$ cat src/hdl/fdef_pkg.sv
// ----------------------------------------------------------------------------
// FAT directory entry filter package
// Shared types, constants and character helpers for the entry filter.
// ----------------------------------------------------------------------------
package fdef_pkg;

  localparam int ENTRY_BYTES = 32;
  localparam int POS_W       = $clog2(ENTRY_BYTES);
  localparam int NAME_BYTES  = 8;
  localparam int EXT_BYTES   = 3;
  localparam int COUNT_W     = 10;
  localparam int NAME_LEN_W  = 4;
  localparam int EXT_LEN_W   = 2;

  localparam int QUEUE_DEPTH = 2;
  localparam int QUEUE_AW    = $clog2(QUEUE_DEPTH);

  localparam logic [7:0] BYTE_END_MARK  = 8'h00;
  localparam logic [7:0] BYTE_DELETED   = 8'hE5;
  localparam logic [7:0] ATTR_LONG_NAME = 8'h0F;
  localparam logic [7:0] ATTR_SKIP_MASK = 8'h18;
  localparam logic [7:0] CHAR_SPACE     = 8'h20;
  localparam logic [7:0] CASE_OFFSET    = 8'h20;

  localparam int ATTR_POS = 11;

  localparam logic [1:0] REG_WANTED_EXT     = 2'd0;
  localparam logic [1:0] REG_WANTED_EXT_LEN = 2'd1;
  localparam logic [1:0] REG_MAX_FILES      = 2'd2;

  localparam logic [9:0] MAX_FILES_RESET = 10'd64;

  localparam logic STATUS_MATCH = 1'b0;
  localparam logic STATUS_END   = 1'b1;

  typedef struct packed {
    logic                       is_end;
    logic [COUNT_W-1:0]         index;
    logic [8*NAME_BYTES-1:0]    name_raw;
    logic [8*EXT_BYTES-1:0]     ext_raw;
    logic [31:0]                size;
    logic [31:0]                cluster;
  } entry_rec_t;

  function automatic logic [7:0] to_upper(input logic [7:0] c);
    logic [7:0] r;
    r = c;
    if (c >= 8'h61 && c <= 8'h7A) begin
      r = c - CASE_OFFSET;
    end
    return r;
  endfunction

  function automatic logic [7:0] to_lower(input logic [7:0] c);
    logic [7:0] r;
    r = c;
    if (c >= 8'h41 && c <= 8'h5A) begin
      r = c + CASE_OFFSET;
    end
    return r;
  endfunction

endpackage

$ cat src/hdl/fat_directory_entry_filter.sv
// ----------------------------------------------------------------------------
// FAT directory entry filter
// Scans a FAT directory byte stream and reports matching files and the end.
// ----------------------------------------------------------------------------
// Usage:
// The input channel (in_valid, in_ready, op, dir_byte) takes one item per
// cycle while in_ready is high: a directory byte, or with op high the start
// of a new scan. Bytes are grouped into 32-byte entries. When the last byte
// of an entry is accepted, the entry is classified and a match or end record
// enters a two-entry queue. The output channel (out_valid, out_ready and the
// result fields) presents each result from the output register. Throughput is
// one input item per cycle. At most one result is produced per 32 bytes, so
// the queue and output register absorb a stall of the receiver; in_ready
// drops only while the queue is full.
// The APB port sets the wanted extension, its length and the match limit,
// and should be written while no scan is in progress.
// Reset empties the queue and output register, clears the byte position,
// match count and finished flag, and loads the register reset values.
// ----------------------------------------------------------------------------
module fat_directory_entry_filter
  import fdef_pkg::*;
(
  input  logic                     clk,
  input  logic                     rst,
  input  logic                     in_valid,
  output logic                     in_ready,
  input  logic                     op,
  input  logic [7:0]               dir_byte,
  output logic                     out_valid,
  input  logic                     out_ready,
  output logic                     status,
  output logic [COUNT_W-1:0]       file_index,
  output logic [8*NAME_BYTES-1:0]  name_text,
  output logic [NAME_LEN_W-1:0]    name_length,
  output logic [8*EXT_BYTES-1:0]   ext_text,
  output logic [EXT_LEN_W-1:0]     ext_length,
  output logic [31:0]              file_size,
  output logic [31:0]              first_cluster,
  input  logic                     psel,
  input  logic                     penable,
  input  logic                     pwrite,
  input  logic [3:0]               paddr,
  input  logic [31:0]              pwdata,
  output logic [31:0]              prdata,
  output logic                     pready
);

  logic [23:0]        wanted_extension;
  logic [1:0]         wanted_extension_length;
  logic [COUNT_W-1:0] max_files;
  logic               cfg_write;

  logic               push_valid;
  logic               push_ready;
  entry_rec_t         push_rec;
  logic               pop_valid;
  logic               pop_ready;
  entry_rec_t         pop_rec;

  assign pready    = 1'b1;
  assign cfg_write = psel && penable && pwrite && pready;

  always_ff @(posedge clk) begin
    if (rst) begin
      wanted_extension        <= '0;
      wanted_extension_length <= '0;
      max_files               <= MAX_FILES_RESET;
    end else if (cfg_write) begin
      unique case (paddr[3:2])
        REG_WANTED_EXT:     wanted_extension        <= pwdata[23:0];
        REG_WANTED_EXT_LEN: wanted_extension_length <= pwdata[1:0];
        REG_MAX_FILES:      max_files               <= pwdata[COUNT_W-1:0];
        default: begin
        end
      endcase
    end
  end

  always_comb begin
    unique case (paddr[3:2])
      REG_WANTED_EXT:     prdata = {8'h00, wanted_extension};
      REG_WANTED_EXT_LEN: prdata = {30'h0, wanted_extension_length};
      REG_MAX_FILES:      prdata = {{(32 - COUNT_W){1'b0}}, max_files};
      default:            prdata = '0;
    endcase
  end

  fdef_front u_front (
    .clk                     (clk),
    .rst                     (rst),
    .in_valid                (in_valid),
    .in_ready                (in_ready),
    .op                      (op),
    .dir_byte                (dir_byte),
    .wanted_extension        (wanted_extension),
    .wanted_extension_length (wanted_extension_length),
    .max_files               (max_files),
    .push_ready              (push_ready),
    .push_valid              (push_valid),
    .push_rec                (push_rec)
  );

  fdef_queue u_queue (
    .clk        (clk),
    .rst        (rst),
    .push_valid (push_valid),
    .push_ready (push_ready),
    .push_rec   (push_rec),
    .pop_valid  (pop_valid),
    .pop_ready  (pop_ready),
    .pop_rec    (pop_rec)
  );

  fdef_back u_back (
    .clk           (clk),
    .rst           (rst),
    .pop_valid     (pop_valid),
    .pop_ready     (pop_ready),
    .pop_rec       (pop_rec),
    .out_valid     (out_valid),
    .out_ready     (out_ready),
    .status        (status),
    .file_index    (file_index),
    .name_text     (name_text),
    .name_length   (name_length),
    .ext_text      (ext_text),
    .ext_length    (ext_length),
    .file_size     (file_size),
    .first_cluster (first_cluster)
  );

endmodule

$ cat src/hdl/fdef_front.sv
// ----------------------------------------------------------------------------
// FAT directory entry filter front end
// Collects directory bytes into an entry, classifies the completed entry and
// pushes end and match records into the queue.
// ----------------------------------------------------------------------------
module fdef_front
  import fdef_pkg::*;
(
  input  logic                clk,
  input  logic                rst,
  input  logic                in_valid,
  output logic                in_ready,
  input  logic                op,
  input  logic [7:0]          dir_byte,
  input  logic [23:0]         wanted_extension,
  input  logic [1:0]          wanted_extension_length,
  input  logic [COUNT_W-1:0]  max_files,
  input  logic                push_ready,
  output logic                push_valid,
  output entry_rec_t          push_rec
);

  logic [7:0]         entry [0:ENTRY_BYTES-2];
  logic [POS_W-1:0]   byte_position;
  logic [COUNT_W-1:0] match_count;
  logic               scan_finished;

  logic               accept;
  logic               take_byte;
  logic               last_byte;
  logic               limit_hit;
  logic               is_end;
  logic               skip;
  logic               ext_ok;
  logic               is_match;
  logic [COUNT_W-1:0] count_inc;

  assign in_ready  = push_ready;
  assign accept    = in_valid && in_ready;
  assign take_byte = accept && !op && !scan_finished;
  assign last_byte = (byte_position == POS_W'(ENTRY_BYTES - 1));

  always_comb begin
    logic [7:0] eb;
    logic [7:0] wc;
    ext_ok = 1'b1;
    for (int i = 0; i < EXT_BYTES; i++) begin
      eb = entry[NAME_BYTES + i];
      wc = wanted_extension[8*i +: 8];
      if (EXT_LEN_W'(i) < wanted_extension_length) begin
        if (to_upper(eb) != to_upper(wc)) begin
          ext_ok = 1'b0;
        end
      end else if (eb != CHAR_SPACE) begin
        ext_ok = 1'b0;
      end
    end
  end

  assign limit_hit = (match_count >= max_files);
  assign is_end    = (entry[0] == BYTE_END_MARK);
  assign skip      = (entry[0] == BYTE_DELETED) || (entry[ATTR_POS] == ATTR_LONG_NAME) ||
                     ((entry[ATTR_POS] & ATTR_SKIP_MASK) != 8'h00) || !ext_ok;
  assign is_match  = !limit_hit && !is_end && !skip;
  assign count_inc = match_count + COUNT_W'(1);

  assign push_valid = take_byte && last_byte && !limit_hit && (is_end || !skip);

  always_comb begin
    push_rec.is_end  = is_end;
    push_rec.index   = match_count;
    for (int i = 0; i < NAME_BYTES; i++) begin
      push_rec.name_raw[8*i +: 8] = entry[i];
    end
    for (int i = 0; i < EXT_BYTES; i++) begin
      push_rec.ext_raw[8*i +: 8] = entry[NAME_BYTES + i];
    end
    push_rec.size    = {dir_byte, entry[30], entry[29], entry[28]};
    push_rec.cluster = {entry[21], entry[20], entry[27], entry[26]};
  end

  always_ff @(posedge clk) begin
    if (take_byte && !last_byte) begin
      entry[byte_position] <= dir_byte;
    end
  end

  always_ff @(posedge clk) begin
    if (rst) begin
      byte_position <= '0;
      match_count   <= '0;
      scan_finished <= 1'b0;
    end else if (accept && op) begin
      byte_position <= '0;
      match_count   <= '0;
      scan_finished <= 1'b0;
    end else if (take_byte) begin
      if (!last_byte) begin
        byte_position <= byte_position + POS_W'(1);
      end else begin
        byte_position <= '0;
        if (limit_hit || is_end) begin
          scan_finished <= 1'b1;
        end else if (is_match) begin
          match_count <= count_inc;
          if (count_inc >= max_files) begin
            scan_finished <= 1'b1;
          end
        end
      end
    end
  end

endmodule

$ cat src/hdl/fdef_queue.sv
// ----------------------------------------------------------------------------
// FAT directory entry filter queue
// Short first-in first-out queue of entry records between front and back.
// ----------------------------------------------------------------------------
module fdef_queue
  import fdef_pkg::*;
(
  input  logic       clk,
  input  logic       rst,
  input  logic       push_valid,
  output logic       push_ready,
  input  entry_rec_t push_rec,
  output logic       pop_valid,
  input  logic       pop_ready,
  output entry_rec_t pop_rec
);

  entry_rec_t           slots [0:QUEUE_DEPTH-1];
  logic [QUEUE_AW-1:0]  wr_ptr;
  logic [QUEUE_AW-1:0]  rd_ptr;
  logic [QUEUE_AW:0]    count;
  logic                 do_push;
  logic                 do_pop;

  assign push_ready = (count != (QUEUE_AW + 1)'(QUEUE_DEPTH));
  assign pop_valid  = (count != '0);
  assign pop_rec    = slots[rd_ptr];
  assign do_push    = push_valid && push_ready;
  assign do_pop     = pop_valid && pop_ready;

  always_ff @(posedge clk) begin
    if (do_push) begin
      slots[wr_ptr] <= push_rec;
    end
  end

  always_ff @(posedge clk) begin
    if (rst) begin
      wr_ptr <= '0;
      rd_ptr <= '0;
      count  <= '0;
    end else begin
      if (do_push) begin
        wr_ptr <= wr_ptr + QUEUE_AW'(1);
      end
      if (do_pop) begin
        rd_ptr <= rd_ptr + QUEUE_AW'(1);
      end
      if (do_push && !do_pop) begin
        count <= count + (QUEUE_AW + 1)'(1);
      end else if (do_pop && !do_push) begin
        count <= count - (QUEUE_AW + 1)'(1);
      end
    end
  end

endmodule

$ cat src/hdl/fdef_back.sv
// ----------------------------------------------------------------------------
// FAT directory entry filter back end
// Trims and lower-cases a match record's name and extension, zeroes an end
// record's file fields and holds the result in the output register until taken.
// ----------------------------------------------------------------------------
module fdef_back
  import fdef_pkg::*;
(
  input  logic                     clk,
  input  logic                     rst,
  input  logic                     pop_valid,
  output logic                     pop_ready,
  input  entry_rec_t               pop_rec,
  output logic                     out_valid,
  input  logic                     out_ready,
  output logic                     status,
  output logic [COUNT_W-1:0]       file_index,
  output logic [8*NAME_BYTES-1:0]  name_text,
  output logic [NAME_LEN_W-1:0]    name_length,
  output logic [8*EXT_BYTES-1:0]   ext_text,
  output logic [EXT_LEN_W-1:0]     ext_length,
  output logic [31:0]              file_size,
  output logic [31:0]              first_cluster
);

  logic [NAME_LEN_W-1:0]   nm;
  logic [EXT_LEN_W-1:0]    ex;
  logic [8*NAME_BYTES-1:0] name_fmt;
  logic [8*EXT_BYTES-1:0]  ext_fmt;
  logic                    load;

  always_comb begin
    nm = '0;
    for (int i = 0; i < NAME_BYTES; i++) begin
      if (pop_rec.name_raw[8*i +: 8] != CHAR_SPACE) begin
        nm = NAME_LEN_W'(i + 1);
      end
    end
    for (int i = 0; i < NAME_BYTES; i++) begin
      name_fmt[8*i +: 8] = (NAME_LEN_W'(i) < nm) ? to_lower(pop_rec.name_raw[8*i +: 8]) :
                                                   8'h00;
    end
    ex = '0;
    for (int i = 0; i < EXT_BYTES; i++) begin
      if (pop_rec.ext_raw[8*i +: 8] != CHAR_SPACE) begin
        ex = EXT_LEN_W'(i + 1);
      end
    end
    for (int i = 0; i < EXT_BYTES; i++) begin
      ext_fmt[8*i +: 8] = (EXT_LEN_W'(i) < ex) ? to_lower(pop_rec.ext_raw[8*i +: 8]) : 8'h00;
    end
  end

  assign pop_ready = !out_valid || out_ready;
  assign load      = pop_valid && pop_ready;

  always_ff @(posedge clk) begin
    if (rst) begin
      out_valid <= 1'b0;
    end else if (pop_ready) begin
      out_valid <= pop_valid;
    end
  end

  always_ff @(posedge clk) begin
    if (load) begin
      file_index <= pop_rec.index;
      if (pop_rec.is_end) begin
        status        <= STATUS_END;
        name_text     <= '0;
        name_length   <= '0;
        ext_text      <= '0;
        ext_length    <= '0;
        file_size     <= '0;
        first_cluster <= '0;
      end else begin
        status        <= STATUS_MATCH;
        name_text     <= name_fmt;
        name_length   <= nm;
        ext_text      <= ext_fmt;
        ext_length    <= ex;
        file_size     <= pop_rec.size;
        first_cluster <= pop_rec.cluster;
      end
    end
  end

endmodule

$ cat config.mk
export PLATFORM = sky130hd
export DESIGN_NAME = fat_directory_entry_filter
export DESIGN_NICKNAME = d
export VERILOG_FILES = /design/src/hdl/fdef_pkg.sv /design/src/hdl/fat_directory_entry_filter.sv /design/src/hdl/fdef_front.sv /design/src/hdl/fdef_queue.sv /design/src/hdl/fdef_back.sv
export SDC_FILE = /design/constraint.sdc
export NUM_CORES = 1
export LEC_CHECK = 0
export BUFFER_PORTS_ARGS = -buffer_cell sky130_fd_sc_hd__buf_2
export CAP_MARGIN = 40
export CORE_ASPECT_RATIO = 1.5
export CORE_MARGIN = 5
export CORE_UTILIZATION = 59
export CTS_CLUSTER_SIZE = 14
export DETAILED_ROUTE_END_ITERATION = 10
export GPL_TIMING_DRIVEN = 0
export HOLD_SLACK_MARGIN = 0.06
export PLACE_DENSITY = 0.79
export SETUP_SLACK_MARGIN = 0.4
export SLEW_MARGIN = 10
export SYNTH_ARGS = -nofsm -noshare
export SYNTH_HDL_FRONTEND = slang
export SYNTH_SLANG_ARGS = --single-unit
export TNS_END_PERCENT = 50
$ cat constraint.sdc
create_clock -name clk -period 10.26 [get_ports clk]
set_input_delay 3.078 -clock clk [delete_from_list [all_inputs] [get_ports clk]]
set_output_delay 3.078 -clock clk [all_outputs]
set_load 0.02 [all_outputs]
==> results of run 1 <==
-- through the flow --
| stage | utilization, % | setup WS (ps) |
|---|---|---|
| 3_5_place_dp | 63.8 | 2550 |
| 3_3_place_gp | 63.4 | -307 |
| 5_1_grt | 67.9 | 2420 |
| 4_1_cts | 67.9 | 2540 |
| 2_1_floorplan | - | 1930 |
| 6_report | 67.9 | 2510 |
-- placed cells by master (no fill, tap or decap), drive strengths merged, types with 27 or more instances in the layout --
| cell type | netlist | layout |
|---|---|---|
| nand2 | 117 | 117 |
| inv | 65 | 68 |
| buf | 33 | 279 |
| clkbuf | 30 | 118 |
| ha | 47 | 47 |
| nor2 | 220 | 220 |
| dfxtp | 58 | 58 |
| o21ai | 45 | 45 |
| edfxtp | 641 | 641 |
| nor3 | 44 | 44 |
| a21oi | 88 | 88 |
| mux2i | 165 | 165 |
| mux2 | 27 | 27 |
-- power by group through the flow --
| stage | Sequential [uW] | Combinational (uW) | Clock (uW) |
|---|---|---|---|
| 2_1_floorplan | 3140 | 29.4 | 0 |
| 3_3_place_gp | 3140 | 63.9 | 0 |
| 3_5_place_dp | 3140 | 64.5 | 0 |
| 4_1_cts | 3080 | 65.1 | 2250 |
| 5_1_grt | 3080 | 70.2 | 2380 |
| 6_report | 3080 | 65.2 | 2220 |
-- metal layers --
layer | up-vias | global-route usage [%] | share of wire (%)
met5 | - | 0 | 0
met4 | 0 | 9.64 | 4.6
met3 | 171 | 3.18 | 5.8
met2 | 628 | 41.6 | 54
met1 | 7808 | 26.4 | 36
li1 | 7412 | - | -
-- state kept, by name, indices dropped and copies added, names as in the netlist, 2 cells and up, named ones only --
register	cells
u_front.match_count	10
u_queue.slots	326
u_front.byte_position	5
u_back.file_index	10
u_queue.count	2
u_back.ext_length	2
wanted_extension	24
u_front.entry	146
u_back.first_cluster	32
u_back.name_text	64
wanted_extension_length	2
u_back.file_size	32
max_files	10
u_back.name_length	4
u_back.ext_text	24
-- kinds of logic after synthesis --
kind of cell / share of synthesized area [%]
flops: 74.2
simple gates: 8.54
compound gates: 4.99
xor+xnor: 0.987
fa+ha+maj: 2.14
other cells: 0.0273
mux: 7.11
buf+inv: 2.02
-- worst max path at each step --
stage | endpoint | slack, ps
floorplan | u_queue.slots[1][0] | 1930
global placement | u_queue.slots[1][23] | -310
detailed placement | prdata[7] | 2550
CTS | prdata[7] | 2540
global route | prdata[7] | 2420
finish | prdata[7] | 2510
-- cell type report --
class                   instances  area [um^2]
repair buffers                246         1350
clock buffers                  88         1650
multi-input cells            1003         6580
well taps                     594          743
plain buffers                  63          312
fillers                      3079        14900
inverters                      65          259
flip-flops and latches        699        20400
clock inverters                16          265
-- worst register-to-register path, delay by kind of cell (launching register included) --
kind	cells	cell delay, ps
buffers and inverters	9	3630
muxes	1	390
DFF	1	340
and+or+nand+nor	1	70
-- cell usage after synthesis (7+ instances only) --
cell	n	area [um^2]
a21o_1	8	60.1
a21oi_1	88	440
and2_1	17	106
and3_1	10	62.6
buf_2	15	75.1
buf_4	10	75.1
clkbuf_1	30	113
dfxtp_1	58	1160
edfxtp_1	641	19200
ha_1	47	588
inv_1	64	240
mux2_2	27	304
mux2i_1	165	1650
nand2_1	117	439
nand2b_1	16	100
nand3_1	22	110
nand3b_1	7	52.6
nand4_1	9	56.3
nor2_1	219	822
nor3_1	42	210
nor4_1	12	75.1
o211ai_1	9	67.6
o21ai_0	44	220
or3_1	9	56.3
or4_1	7	52.6
xnor2_1	16	140
xor2_1	15	131
==> run metrics, run 1 <==
Post-CTS Setup Inserts 0; number of global-route vias before repair 16.2k; Max-slew headroom 40.2%; Core Region 0.0465 mm^2; P_int 4360 uW; io pins 256; H-tree depth 2; post-cts resize count 0; initial antenna violation count 0; CTS Hold Bufs 0; critical path endpoint category output port; Cell Rows 97; RSZ-0062 raised after global routing false; ys flop type edfxtp_1; Pre-antenna DRT Iters 5; r2r setup slk 5560 ps; Worst Reg-to-Reg Cells 11; latest clock arrival within the worst-skew pair 620 ps; max-slew violation count 0; Vias 16.0k; first-pass GRT wire length 90200 um; detail-routed net length per standard cell 21.3 um; hold path endpoint u_queue.slots[1][109]; CP max-delay cell clkbuf_1; fin crit share 75.5%; mapped cell area 0.0275 mm^2; final net count 2237; gpl congestion 0.871; r2r endpoint u_back.file_size[20]; Final setup violation count 0; net switching share of the total power 18.8%; critical path depth 6; Critical path origin paddr[3]; Netlist cell types 74; register share of total power 57.4%; Die H 274 um; layout cells sized above 1 18.6%; Post-synth ARST share 0%; leakage 0.0109 uW; total CTS buffers 60; Crit path max-delay family buffers and inverters; CP peak stage delay 490 ps; Critical Path AT 4670 ps; Peak VDD IR 0.123 mV; DR iter-0 viols 1316; post-synthesis sequential area ratio 74.2%; clk slew on worst S/H paths 60 ps; Clock Tree Buf Depth 3; status complete, no violations; Post-synth EDFFs 641; Final Instance Area 0.0316 mm^2; Setup TNS 0 ps; total power 5370 uW; Total Routed Length 59000 um; Crit Path Class input pin to output port; GR Overflow Total 0; pwr/cell area 170 mW/mm^2; pin count of the biggest net entering global routing 117; Die ar. 0.0511 mm^2; Critical Path, Cell by Cell buf_2 > clkbuf_1 > clkbuf_1 > mux2i_1 > nor2_1 > buf_2; average cell area after synthesis 15.1 um^2; CP Launch Type input pin; number of buffer and inverter stages on the critical path 4; root buffer cell clkbuf_16; switching power 1010 uW; non-filler cells, final 2774; clock sink count 699; total of max-cap violations 0; port bufs 235; Yosys reg bits 699; Synth Warn # 0; placed inst area 0.0296 mm^2; vias per cell 5.77; min-delay worst type register to register; worst-margin pin slew 887 ps; clock power share 41.4%; GRT Util Overall 22.6%; CP required 7180 ps; Post-Syn Instances 1823; DP HPWL 39600 um; worst-path fanout max 10; Area Overhead vs Synth 14.7%; remaining antenna violation count after routing 0; DRC errors left 0; startpoint of the worst hold path u_front.entry[2][5]; Clock Skew 22.5 ps; Comb power frac 1.2%; WHS 438 ps; Tmin final 7750 ps; Hold Crit Depth 0; Placed Cells 2669; Antenna Cells 0; Die X 186 um; Starting Density 59.2%; Hold Violations, Final 0; CTS tree built; Max Fclk 0.129 GHz
No activity file was read; power rests on OpenSTA's default activity.
==> run 2: changes to the inputs <==
--- a/config.mk
+++ b/config.mk
@@ -9,12 +9,12 @@
 export CAP_MARGIN = 40
 export CORE_ASPECT_RATIO = 1.5
 export CORE_MARGIN = 5
-export CORE_UTILIZATION = 59
+export CORE_UTILIZATION = 53
 export CTS_CLUSTER_SIZE = 14
 export DETAILED_ROUTE_END_ITERATION = 10
 export GPL_TIMING_DRIVEN = 0
 export HOLD_SLACK_MARGIN = 0.06
-export PLACE_DENSITY = 0.79
+export PLACE_DENSITY = 0.75
 export SETUP_SLACK_MARGIN = 0.4
 export SLEW_MARGIN = 10
 export SYNTH_ARGS = -nofsm -noshare
==> constraint.sdc (replaced) <==
create_clock -name clk -period 6.9 [get_ports clk]
set_input_delay 2.07 -clock clk [delete_from_list [all_inputs] [get_ports clk]]
set_output_delay 2.07 -clock clk [all_outputs]
set_load 0.02 [all_outputs]
==> run metrics, run 2 (same netlist as run 1, synthesis figures left out) <==
remaining antenna violation count after routing 0 (unchanged); Post-CTS Setup Inserts 0 (unchanged); largest register by flop count u_queue.slots (unchanged); Final setup violation count 0 (unchanged); first-pass GRT wire length 89800 um (was 90200 um); commonest non-fill, non-tap cell in the layout edfxtp_1 (unchanged); Die X 196 um (was 186 um); net switching share of the total power 18.8% (about the same); Max Fclk 0.174 GHz; Antenna Cells 0 (unchanged); clock power share 39.6% (was 41.4%); pin count of the biggest net entering global routing 112 (was 117); Starting Density 53.4% (was 59.2%); Cell Rows 102 (was 97); layout cells sized above 1 18.4% (was 18.6%); CTS Hold Bufs 0 (unchanged); worst-path fanout max 10 (unchanged); Peak VDD IR 0.209 mV (was 0.123 mV); gpl congestion 0.841 (was 0.871); DP Worst Slack 1190 ps (was 2550 ps); clk slew on worst S/H paths 60 ps (about the same); Clock Tree Buf Depth 3 (unchanged); leakage 0.0109 uW (about the same); GRT Util Overall 20.6% (was 22.6%); critical path endpoint category output port (unchanged); number of global-route vias before repair 15.9k (was 16.2k); violated checks DRC; CP Launch Type input pin (unchanged); Comb power frac 1.3% (was 1.2%); switching power 1460 uW (was 1010 uW); Hold Violations, Final 0 (unchanged); GR Overflow Total 0 (unchanged); Critical Path, Cell by Cell buf_2 > clkbuf_1 > clkbuf_1 > mux2i_1 > nor2_1 > buf_2 (unchanged); DRC errors left 1 (was 0); total CTS buffers 59 (was 60); Largest regs u_queue.slots (326), u_front.entry (146), u_back.name_text (64) (unchanged); Tmin final 5750 ps; number of buffer and inverter stages on the critical path 4 (unchanged); post-cts resize count 0 (unchanged); Crit path max-delay family buffers and inverters (unchanged); status finished, violations left (was complete, no violations); min-delay worst type register to register (unchanged); initial antenna violation count 1 (was 0); RSZ-0062 raised after global routing false (unchanged); detail-routed net length per standard cell 20.7 um (was 21.3 um); Area Overhead vs Synth 14.7% (about the same); DR iter-0 viols 1002 (was 1316); pwr/cell area 246 mW/mm^2 (was 170 mW/mm^2); WHS 443 ps (was 438 ps); DP HPWL 40600 um (was 39600 um); non-filler cells, final 2859 (was 2774); most frequent cells in the layout edfxtp_1 (641), buf_2 (253), nor2_1 (219), mux2i_1 (165), nand2_1 (117) (unchanged); max-slew violation count 0 (unchanged); CTS tree built (unchanged); worst setup margin 1150 ps (was 2510 ps); Max-slew headroom 39.0% (was 40.2%); H-tree depth 2 (unchanged); clock sink count 699 (unchanged); Core Region 0.0516 mm^2 (was 0.0465 mm^2); total of max-cap violations 0 (unchanged); CP peak stage delay 510 ps (was 490 ps); Die ar. 0.0567 mm^2 (was 0.0511 mm^2); latest clock arrival within the worst-skew pair 590 ps (was 620 ps); port bufs 235 (unchanged); Vias 15.7k (was 16.0k); Clock Skew 17.6 ps (was 22.5 ps); number of flip-flops under the largest register name 326 (unchanged); CP required 4830 ps (was 7180 ps); final net count 2238 (was 2237); Total Routed Length 59200 um (was 59000 um); vias per cell 5.49 (was 5.77); root buffer cell clkbuf_16 (unchanged); register share of total power 59.1% (was 57.4%); Setup TNS 0 ps (unchanged); Pre-antenna DRT Iters 10 (was 5); io pins 256 (unchanged); Placed Cells 2753 (was 2669); fin crit share 83.4%; Crit Path Class input pin to output port (unchanged); P_int 6290 uW (was 4360 uW); worst-margin pin slew 906 ps (was 887 ps); Finished Core Util 61.2% (was 67.9%); CP max-delay cell clkbuf_1 (unchanged); Critical Path AT 3680 ps (was 4670 ps); Die H 289 um (was 274 um)
run 2: cell types whose count changed in the layout (fill, tap and decap cells not counted), sizes merged:
cell    change
bufinv      -5
inv         +1
buf         +2
clkbuf      +3
clkinv      +2
run 2: layout make-up:
cell class / count / area, um^2
inverters: 65 / 259
plain buffers: 63 / 312
multi-input cells: 1003 / 6580
well taps: 676 / 846
flip-flops and latches: 699 / 20400
fillers: 3883 / 20000
repair buffers: 248 / 1380
clock inverters: 14 / 96.3
clock buffers: 91 / 1670
run 2: through the flow:
stage	total power [uW]	cell area [um^2]
after detailed placement	4770	29800
after CTS	7810	31500
after global placement	4770	29600
final	7750	31500
after floorplan	4710	27500
after global routing	8000	31500
run 2: power by group through the flow:
stage,logic [uW],clock network [uW],registers (uW)
after floorplan,43.7,0,4670
after global placement,96.5,0,4670
after detailed placement,98.2,0,4670
after CTS,98.8,3130,4580
after global routing,106,3320,4580
final,98.6,3070,4580
run 2: metal layers:
layer  vias up  track usage [%]  part of all wire (%)
met5         -                0                     0
met4         0             8.82                   4.5
met3       142             2.68                   5.2
met2       551             37.0                    52
met1      7598             25.0                    38
li1       7411                -                     -
run 2: path summary, 6_finish.rpt:
| kind | from | endpoint | slack [ps] | depth (start not counted) |
|---|---|---|---|---|
| setup / recovery | paddr[3] | prdata[6] | 1150 | 6 |
| hold / removal | u_front.entry[3][2] | u_queue.slots[1][114] | 440 | 0 |
| setup reg to reg | register | u_back.first_cluster[24] | 2310 | 12 |
| hold reg to reg | u_front.entry[3][2] | u_queue.slots[1][114] | 440 | 0 |
